[config.mk]
export PLATFORM = sky130hd
export DESIGN_NAME = calendar_date_add_days_unit
export DESIGN_NICKNAME = d
export VERILOG_FILES = /design/src/design/cdad_pkg.sv /design/src/design/calendar_date_add_days_unit.sv
export SDC_FILE = /design/constraint.sdc
export NUM_CORES = 1
export LEC_CHECK = 0
export ABC_CLOCK_PERIOD_IN_PS = 9300
export BUFFER_PORTS_ARGS = -buffer_cell sky130_fd_sc_hd__buf_2
export CAP_MARGIN = 40
export CORE_UTILIZATION = 55
export DETAILED_ROUTE_END_ITERATION = 10
export PLACE_DENSITY = 0.86
export SLEW_MARGIN = 15
export SYNTH_ARGS = -nofsm -noshare
export SYNTH_HDL_FRONTEND = slang
export SYNTH_SLANG_ARGS = --single-unit
[constraint.sdc]
create_clock -name i_clk -period 9.3 [get_ports i_clk]
set_clock_uncertainty 0.05 [all_clocks]
set_input_delay 0.465 -clock i_clk [delete_from_list [all_inputs] [get_ports i_clk]]
set_output_delay 0.465 -clock i_clk [all_outputs]
set_load 0.03 [all_outputs]
[src/design/cdad_pkg.sv]
`default_nettype none

package cdad_pkg;

    localparam int unsigned YEAR_W  = 14;
    localparam int unsigned MONTH_W = 4;
    localparam int unsigned DAY_W   = 5;
    localparam int unsigned ADD_W   = 16;

    // Working day count: start day plus added days, with one spare bit for the carry.
    localparam int unsigned WDAY_W  = ADD_W + 1;
    localparam int unsigned ALU_W   = WDAY_W + 1;

    localparam logic [YEAR_W-1:0]  YEAR_MAX        = YEAR_W'(9999);
    localparam logic [MONTH_W-1:0] MONTHS_PER_YEAR = MONTH_W'(12);
    localparam logic [DAY_W-1:0]   DAY_MAX         = DAY_W'(31);

    // Length of the full Gregorian leap cycle, and of the century inside it.
    localparam int unsigned        LEAP_W       = 9;
    localparam logic [LEAP_W-1:0]  LEAP_CYCLE   = LEAP_W'(400);
    localparam logic [LEAP_W-1:0]  CENTURY      = LEAP_W'(100);

    // Leap rule on the year's position inside the 400 year cycle.
    function automatic logic is_leap(input logic [LEAP_W-1:0] pos);
        logic on_century;
        on_century = (pos == CENTURY) || (pos == LEAP_W'(2 * 100)) ||
                     (pos == LEAP_W'(3 * 100));
        return (pos[1:0] == 2'b00) && !on_century;
    endfunction

    // Days in a month; the month is 1..12 wherever this is used.
    function automatic logic [DAY_W-1:0] month_len(input logic [MONTH_W-1:0] month,
                                                    input logic leap);
        logic [DAY_W-1:0] len;
        case (month)
            4'd2:    len = leap ? DAY_W'(29) : DAY_W'(28);
            4'd4:    len = DAY_W'(30);
            4'd6:    len = DAY_W'(30);
            4'd9:    len = DAY_W'(30);
            4'd11:   len = DAY_W'(30);
            default: len = DAY_W'(31);
        endcase
        return len;
    endfunction

endpackage

`default_nettype wire

[src/design/calendar_date_add_days_unit.sv]
`default_nettype none

// From start, LMOD reduces the year modulo 400 and STEP then crosses months until the
// day fits, before o_done; a bad word or a start year past the range answers from IDLE.
// Throughput: one word at a time; o_busy stays high until the result is strobed.
// The month stepping loop crosses one month per cycle.
// Reset (i_rst_n low, synchronous) returns the sequencer to idle and clears o_done.
// The receiver cannot stall: each result is valid for the single o_done cycle.
module calendar_date_add_days_unit
    import cdad_pkg::*;
(
    input  wire logic               i_clk,
    input  wire logic               i_rst_n,
    input  wire logic               i_start,
    output logic                    o_busy,
    input  wire logic [YEAR_W-1:0]  i_start_year,
    input  wire logic [MONTH_W-1:0] i_start_month,
    input  wire logic [DAY_W-1:0]   i_start_day,
    input  wire logic [ADD_W-1:0]   i_days_to_add,
    output logic                    o_done,
    output logic [YEAR_W-1:0]       o_result_year,
    output logic [MONTH_W-1:0]      o_result_month,
    output logic [DAY_W-1:0]        o_result_day,
    output logic                    o_year_overflow,
    output logic                    o_bad_input
);

    // Sequencer codes. IDLE takes a word; LMOD finds the year's place in the
    // 400 year leap cycle by repeated subtraction; STEP crosses one month per cycle.
    localparam logic [1:0] S_IDLE = 2'd0;
    localparam logic [1:0] S_LMOD = 2'd1;
    localparam logic [1:0] S_STEP = 2'd2;

    logic [1:0]         r_state, n_state;
    logic [YEAR_W-1:0]  r_year,  n_year;
    logic [MONTH_W-1:0] r_month, n_month;
    logic [WDAY_W-1:0]  r_day,   n_day;
    logic [YEAR_W-1:0]  r_mod,   n_mod;

    logic               r_done,  n_done;
    logic [YEAR_W-1:0]  r_res_year,  n_res_year;
    logic [MONTH_W-1:0] r_res_month, n_res_month;
    logic [DAY_W-1:0]   r_res_day,   n_res_day;
    logic               r_res_ovf,   n_res_ovf;
    logic               r_res_bad,   n_res_bad;

    // The one shared subtractor. In LMOD it reduces the year by 400; in STEP
    // it takes the current month's length off the day count. The top bit is
    // the borrow, so a clear top bit means the first operand was not smaller.
    logic [ALU_W-1:0]   alu_a, alu_b, alu_diff;
    logic               alu_borrow;
    logic [DAY_W-1:0]   cur_len;
    logic               leap;
    logic               bad;
    logic               fits;

    assign leap     = is_leap(r_mod[LEAP_W-1:0]);
    assign cur_len  = month_len(r_month, leap);

    always_comb begin
        if (r_state == S_LMOD) begin
            alu_a = ALU_W'(r_mod);
            alu_b = ALU_W'(LEAP_CYCLE);
        end else begin
            alu_a = ALU_W'(r_day);
            alu_b = ALU_W'(cur_len);
        end
    end

    assign alu_diff   = alu_a - alu_b;
    assign alu_borrow = alu_diff[ALU_W-1];
    // The day fits in the month when subtracting its length borrows or leaves zero.
    assign fits       = alu_borrow || (alu_diff == '0);

    assign bad = (i_start_month == '0) || (i_start_month > MONTHS_PER_YEAR) ||
                 (i_start_day == '0);

    always_comb begin
        n_state     = r_state;
        n_year      = r_year;
        n_month     = r_month;
        n_day       = r_day;
        n_mod       = r_mod;
        n_done      = 1'b0;
        n_res_year  = r_res_year;
        n_res_month = r_res_month;
        n_res_day   = r_res_day;
        n_res_ovf   = r_res_ovf;
        n_res_bad   = r_res_bad;

        case (r_state)
            S_IDLE: begin
                if (i_start) begin
                    n_year  = i_start_year;
                    n_month = i_start_month;
                    n_day   = WDAY_W'(i_start_day) + WDAY_W'(i_days_to_add);
                    n_mod   = i_start_year;
                    if (bad) begin
                        // A bad month or a zero day answers with all result fields clear.
                        n_done      = 1'b1;
                        n_res_year  = '0;
                        n_res_month = '0;
                        n_res_day   = '0;
                        n_res_ovf   = 1'b0;
                        n_res_bad   = 1'b1;
                    end else if (i_start_year > YEAR_MAX) begin
                        // A start year past the range saturates at once.
                        n_done      = 1'b1;
                        n_res_year  = YEAR_MAX;
                        n_res_month = MONTHS_PER_YEAR;
                        n_res_day   = DAY_MAX;
                        n_res_ovf   = 1'b1;
                        n_res_bad   = 1'b0;
                    end else begin
                        n_state = S_LMOD;
                    end
                end
            end
            S_LMOD: begin
                if (!alu_borrow) begin
                    n_mod = alu_diff[YEAR_W-1:0];
                end else begin
                    n_state = S_STEP;
                end
            end
            S_STEP: begin
                if (fits) begin
                    n_state     = S_IDLE;
                    n_done      = 1'b1;
                    n_res_year  = r_year;
                    n_res_month = r_month;
                    n_res_day   = r_day[DAY_W-1:0];
                    n_res_ovf   = 1'b0;
                    n_res_bad   = 1'b0;
                end else begin
                    n_day = alu_diff[WDAY_W-1:0];
                    if (r_month == MONTHS_PER_YEAR) begin
                        n_month = MONTH_W'(1);
                        if (r_year == YEAR_MAX) begin
                            // Stepping past December of the last year saturates.
                            n_state     = S_IDLE;
                            n_done      = 1'b1;
                            n_res_year  = YEAR_MAX;
                            n_res_month = MONTHS_PER_YEAR;
                            n_res_day   = DAY_MAX;
                            n_res_ovf   = 1'b1;
                            n_res_bad   = 1'b0;
                        end else begin
                            n_year = r_year + YEAR_W'(1);
                            if (r_mod[LEAP_W-1:0] == LEAP_CYCLE - LEAP_W'(1)) begin
                                n_mod = '0;
                            end else begin
                                n_mod = r_mod + YEAR_W'(1);
                            end
                        end
                    end else begin
                        n_month = r_month + MONTH_W'(1);
                    end
                end
            end
            default: begin
                n_state = S_IDLE;
            end
        endcase
    end

    always_ff @(posedge i_clk) begin
        if (!i_rst_n) begin
            r_state <= S_IDLE;
            r_done  <= 1'b0;
        end else begin
            r_state <= n_state;
            r_done  <= n_done;
        end
    end

    // Working and result registers carry payload only and need no reset.
    always_ff @(posedge i_clk) begin
        r_year      <= n_year;
        r_month     <= n_month;
        r_day       <= n_day;
        r_mod       <= n_mod;
        r_res_year  <= n_res_year;
        r_res_month <= n_res_month;
        r_res_day   <= n_res_day;
        r_res_ovf   <= n_res_ovf;
        r_res_bad   <= n_res_bad;
    end

    assign o_busy          = (r_state != S_IDLE);
    assign o_done          = r_done;
    assign o_result_year   = r_res_year;
    assign o_result_month  = r_res_month;
    assign o_result_day    = r_res_day;
    assign o_year_overflow = r_res_ovf;
    assign o_bad_input     = r_res_bad;

`ifndef NO_ASSERTIONS
    // A result is strobed only once the sequencer has returned to idle.
    a_done_idle: assert property (@(posedge i_clk) disable iff (!i_rst_n)
        o_done |-> !o_busy)
        else $error("result strobed while busy");

    // A good word with an in-range year starts the sequencer.
    a_start_busy: assert property (@(posedge i_clk) disable iff (!i_rst_n)
        (i_start && !o_busy && !bad && (i_start_year <= YEAR_MAX)) |=> o_busy)
        else $error("accepted word did not start the sequencer");

    // A bad word reports clear result fields and no overflow.
    a_bad_clear: assert property (@(posedge i_clk) disable iff (!i_rst_n)
        (o_done && o_bad_input) |-> ((o_result_year == '0) && (o_result_month == '0) &&
                                     (o_result_day == '0) && !o_year_overflow))
        else $error("bad word left result fields set");

    // Overflow always saturates to the last day of the range.
    a_ovf_sat: assert property (@(posedge i_clk) disable iff (!i_rst_n)
        (o_done && o_year_overflow) |-> ((o_result_year == YEAR_MAX) &&
                                         (o_result_month == MONTHS_PER_YEAR) &&
                                         (o_result_day == DAY_MAX)))
        else $error("overflow result not saturated");

    // While stepping, the month and leap cycle position stay in range.
    a_step_range: assert property (@(posedge i_clk) disable iff (!i_rst_n)
        (r_state == S_STEP) |-> ((r_month != '0) && (r_month <= MONTHS_PER_YEAR) &&
                                 (r_mod < YEAR_W'(LEAP_CYCLE))))
        else $error("stepping state out of range");
`endif

endmodule

`default_nettype wire
==> metrics.yaml <==
status: "finished clean"
h-tree-depth: 3
ctsResizeCount: 0
syn_inst: 594
worst-path-buf-inv: 5
synth_top_area_frac: 0.404
syn_area_mm2: 0.00550
r2r_start: "r_state[1]$_SDFFE_PN0P_"
cp.arrival_ns: 5.65
yosys-top-cells-area: "edfxtp_1 (40%), xnor2_1 (5.9%), nor2_1 (5.7%), a21oi_1 (4.8%), ha_1 (4.1%)"
crit_end: "r_day[13]$_DFFE_PP_"
num_rows: 36
clkSinkCount: 77
slowest_delay_ns: 0.67
async_flop_share: 0
worst-path-max-fanout: 58
seqCellArea_mm2: 0.00228
use_met2: 0.457
crit_family: "buffers and inverters"
die_height_um: 102
report.final.slew_viol_count: 0
synth.distinct_cells: 65
portBuffers: 68
drt-total-wl_mm: 13.3
vias_per_cell: 5.86
avgSynthCellArea_um2: 9.25
grtUsageTotal: 0.269
grt_use_met1: 0.334
die_w_um: 102
synth_edf_count: 74
startpoint: "r_state[1]$_SDFFE_PN0P_"
whs_ns: 0.332
path_clk_slew_ns: 0.08
tritoncts: "yes"
grtUsageMet3: 0.0561
clockBufferDepth: 2
antenna_left: 0
yosys.area.top_type: "edfxtp_1"
finalSetupViolations: 0
gp_congestion: 0.980
finalCriticalPeriod_ns: 5.63
drt-pass1-iter-count: 7
grt_pass1_wl_mm: 21.5
hold_buffers: 0
drt_iter0_markers: 431
fmax_ghz: 0.177
cp.depth: 17
rsz0062_at_grt: "no"
drive_gt1_frac: 0.171
maxSlewHeadroom: 0.421
cts_setup_buffers: 0
synthFlopType: "edfxtp_1"
p_leak_nw: 2.27
antenna_found_initial: 0
vias: 4589
grt-ovfl-total: 0
remaining_drc_errors: 0
core-area_mm2: 0.00973
fillers: 839
grt_pass1_vias: 4357
crit_type: "reg -> reg"
startpoint_type: "register"
num_io_pins: 69
cts_made_buffers: 9
nets: 707
multi_input_area_mm2: 0.00296
clk_latency_ns: 0.37
worstMarginPinSlew_ns: 0.869
drv_cap: 0
area_delta_synth_final_pct: 11.6
r2r_slack_ns: 3.67
layout_commonest_cell: "nor2_1"
worstRegToRegCells: 17
period_share: 0.606
wl_per_cell_um: 16.9
hpwl_mm: 9.81
yosys_warnings: 0
final.setup.tns_ns: 0
path_cells: "inv_1 -> ha_2 -> buf_4 -> clkinv_1 -> nand2_1 -> ha_1 -> nor2b_1 -> o31ai_1 -> a211oi_1 -> buf_2 -> nor4_4 -> xnor2_1 -> a2111oi_4 -> a21oi_2 -> nand2b_4 -> and2_1 -> buf_8"
cp_slowest_cell: "clkinv_1"
cts_root_buf: "clkbuf_8"
ir_drop_mv: 0.0688
seq_area_frac_synth: 0.415
postSynthNetCount: 656
layout_common_cells: "nor2_1 (84), edfxtp_1 (74), buf_2 (70), a21oi_1 (53), nand2_1 (46)"
antennaDiodeCount: 0
busiest_layer: "met2"
endpoint_kind: "register"
hold_viol: 0
dieArea_mm2: 0.0104
r2r-end: "r_day[13]$_DFFE_PP_"
ys_seq_elements: 77
hp-class: "in -> reg"
cp.required_ns: 9.32
initial_core_util: 0.565
p_per_area_mw_per_mm2: 193
grt_max_degree: 59
-- power by group --
part | switching (mW) | internal (mW) | leakage (nW)
clock | 0.133 | 0.154 | 0.107
combinational | 0.240 | 0.146 | 1.42
sequential | 0.0641 | 0.444 | 0.734
-- state kept, by name (all words and copies together), names as in the netlist, 2 cells and up --
register        flops
o_result_month      4
r_year             14
r_day              17
r_state             2
o_result_day        5
r_month             4
r_mod              14
o_result_year      14
-- final cells by class --
cell class | count | area share
clock inverters | 6 | 0.0153
repair buffers | 75 | 0.0657
multi-input cells | 457 | 0.483
flip-flops and latches | 77 | 0.372
inverters | 25 | 0.0153
well taps | 133 | 0.0271
clock buffers | 10 | 0.0208
-- routing by layer --
| layer | vias up | wire [µm] |
|---|---|---|
| met2 | 155 | 6580 |
| met1 | 2162 | 5600 |
| met5 | - | 0 |
| met4 | 0 | 405 |
| met3 | 34 | 668 |
| li1 | 2238 | - |
-- worst reg2reg max path, delay by kind of cell (launching register included) --
family	cells	cell delay [ns]
compound gates	4	1.01
xor+xnor	1	0.24
fa+ha+maj	2	0.42
buf+inv	5	1.71
flops	1	0.36
simple gates	5	1.54
-- cells in the mapped netlist (3+ instances only) --
library cell / n
nor3b_1: 4
o21a_1: 18
nor4_1: 5
and3_1: 6
a311oi_1: 4
o31ai_1: 3
nand3b_1: 3
xor2_1: 18
inv_1: 24
nand3_1: 20
buf_1: 9
buf_6: 4
a21o_1: 3
or3_1: 7
a211oi_1: 3
nor3_1: 13
mux2_2: 6
o211ai_1: 3
nor2b_1: 5
a22oi_1: 11
or4_1: 3
mux2i_1: 11
ha_1: 18
a21oi_1: 53
a31oi_1: 6
nand2_1: 46
nand4_1: 6
dfxtp_1: 3
o21ai_0: 23
and2_1: 3
edfxtp_1: 74
xnor2_1: 37
clkbuf_1: 20
nor2_1: 84
-- logic make-up (layout without fill, tap and decap cells) --
logic type	after synthesis	after routing	share of synthesized area
muxes	17	17	0.0323
and+or+nand+nor	220	220	0.198
xor gates and xnor gates	55	55	0.0877
buffers and inverters	60	116	0.0469
DFF	77	77	0.415
adders and majority gates	20	20	0.0483
AOI/OAI and AO/OA	145	145	0.171
-- worst min-delay path by stage --
stage	slack [ns]	to	cells past startpoint	from
floorplan	0.48	r_state[1]$_SDFFE_PN0P_	2	r_state[1]$_SDFFE_PN0P_
global placement	0.50	r_state[1]$_SDFFE_PN0P_	2	r_state[1]$_SDFFE_PN0P_
detailed placement	0.52	o_result_day[1]$_DFFE_PP_	1	r_day[1]$_DFFE_PP_
CTS	0.32	o_done$_SDFF_PN0_	3	i_rst_n
global route	0.34	o_done$_SDFF_PN0_	3	i_rst_n
finish	0.33	o_done$_SDFF_PN0_	3	i_rst_n
-- per-stage QoR --
| step | cell area (µm²) | cells | total power [mW] | utilization | setup WS [ns] |
|---|---|---|---|---|---|
| global placement | 5860 | 762 | 0.876 | 0.602 | 3.72 |
| CTS | 6120 | 782 | 1.18 | 0.629 | 3.55 |
| detailed placement | 5890 | 766 | 0.890 | 0.606 | 3.59 |
| finish | 6130 | 783 | 1.18 | 0.630 | 3.67 |
| global route | 6130 | 783 | 1.24 | 0.630 | 3.22 |
| floorplan | 5500 | 594 | 0.784 | - | 2.05 |
(Power assumes the default switching activity.)
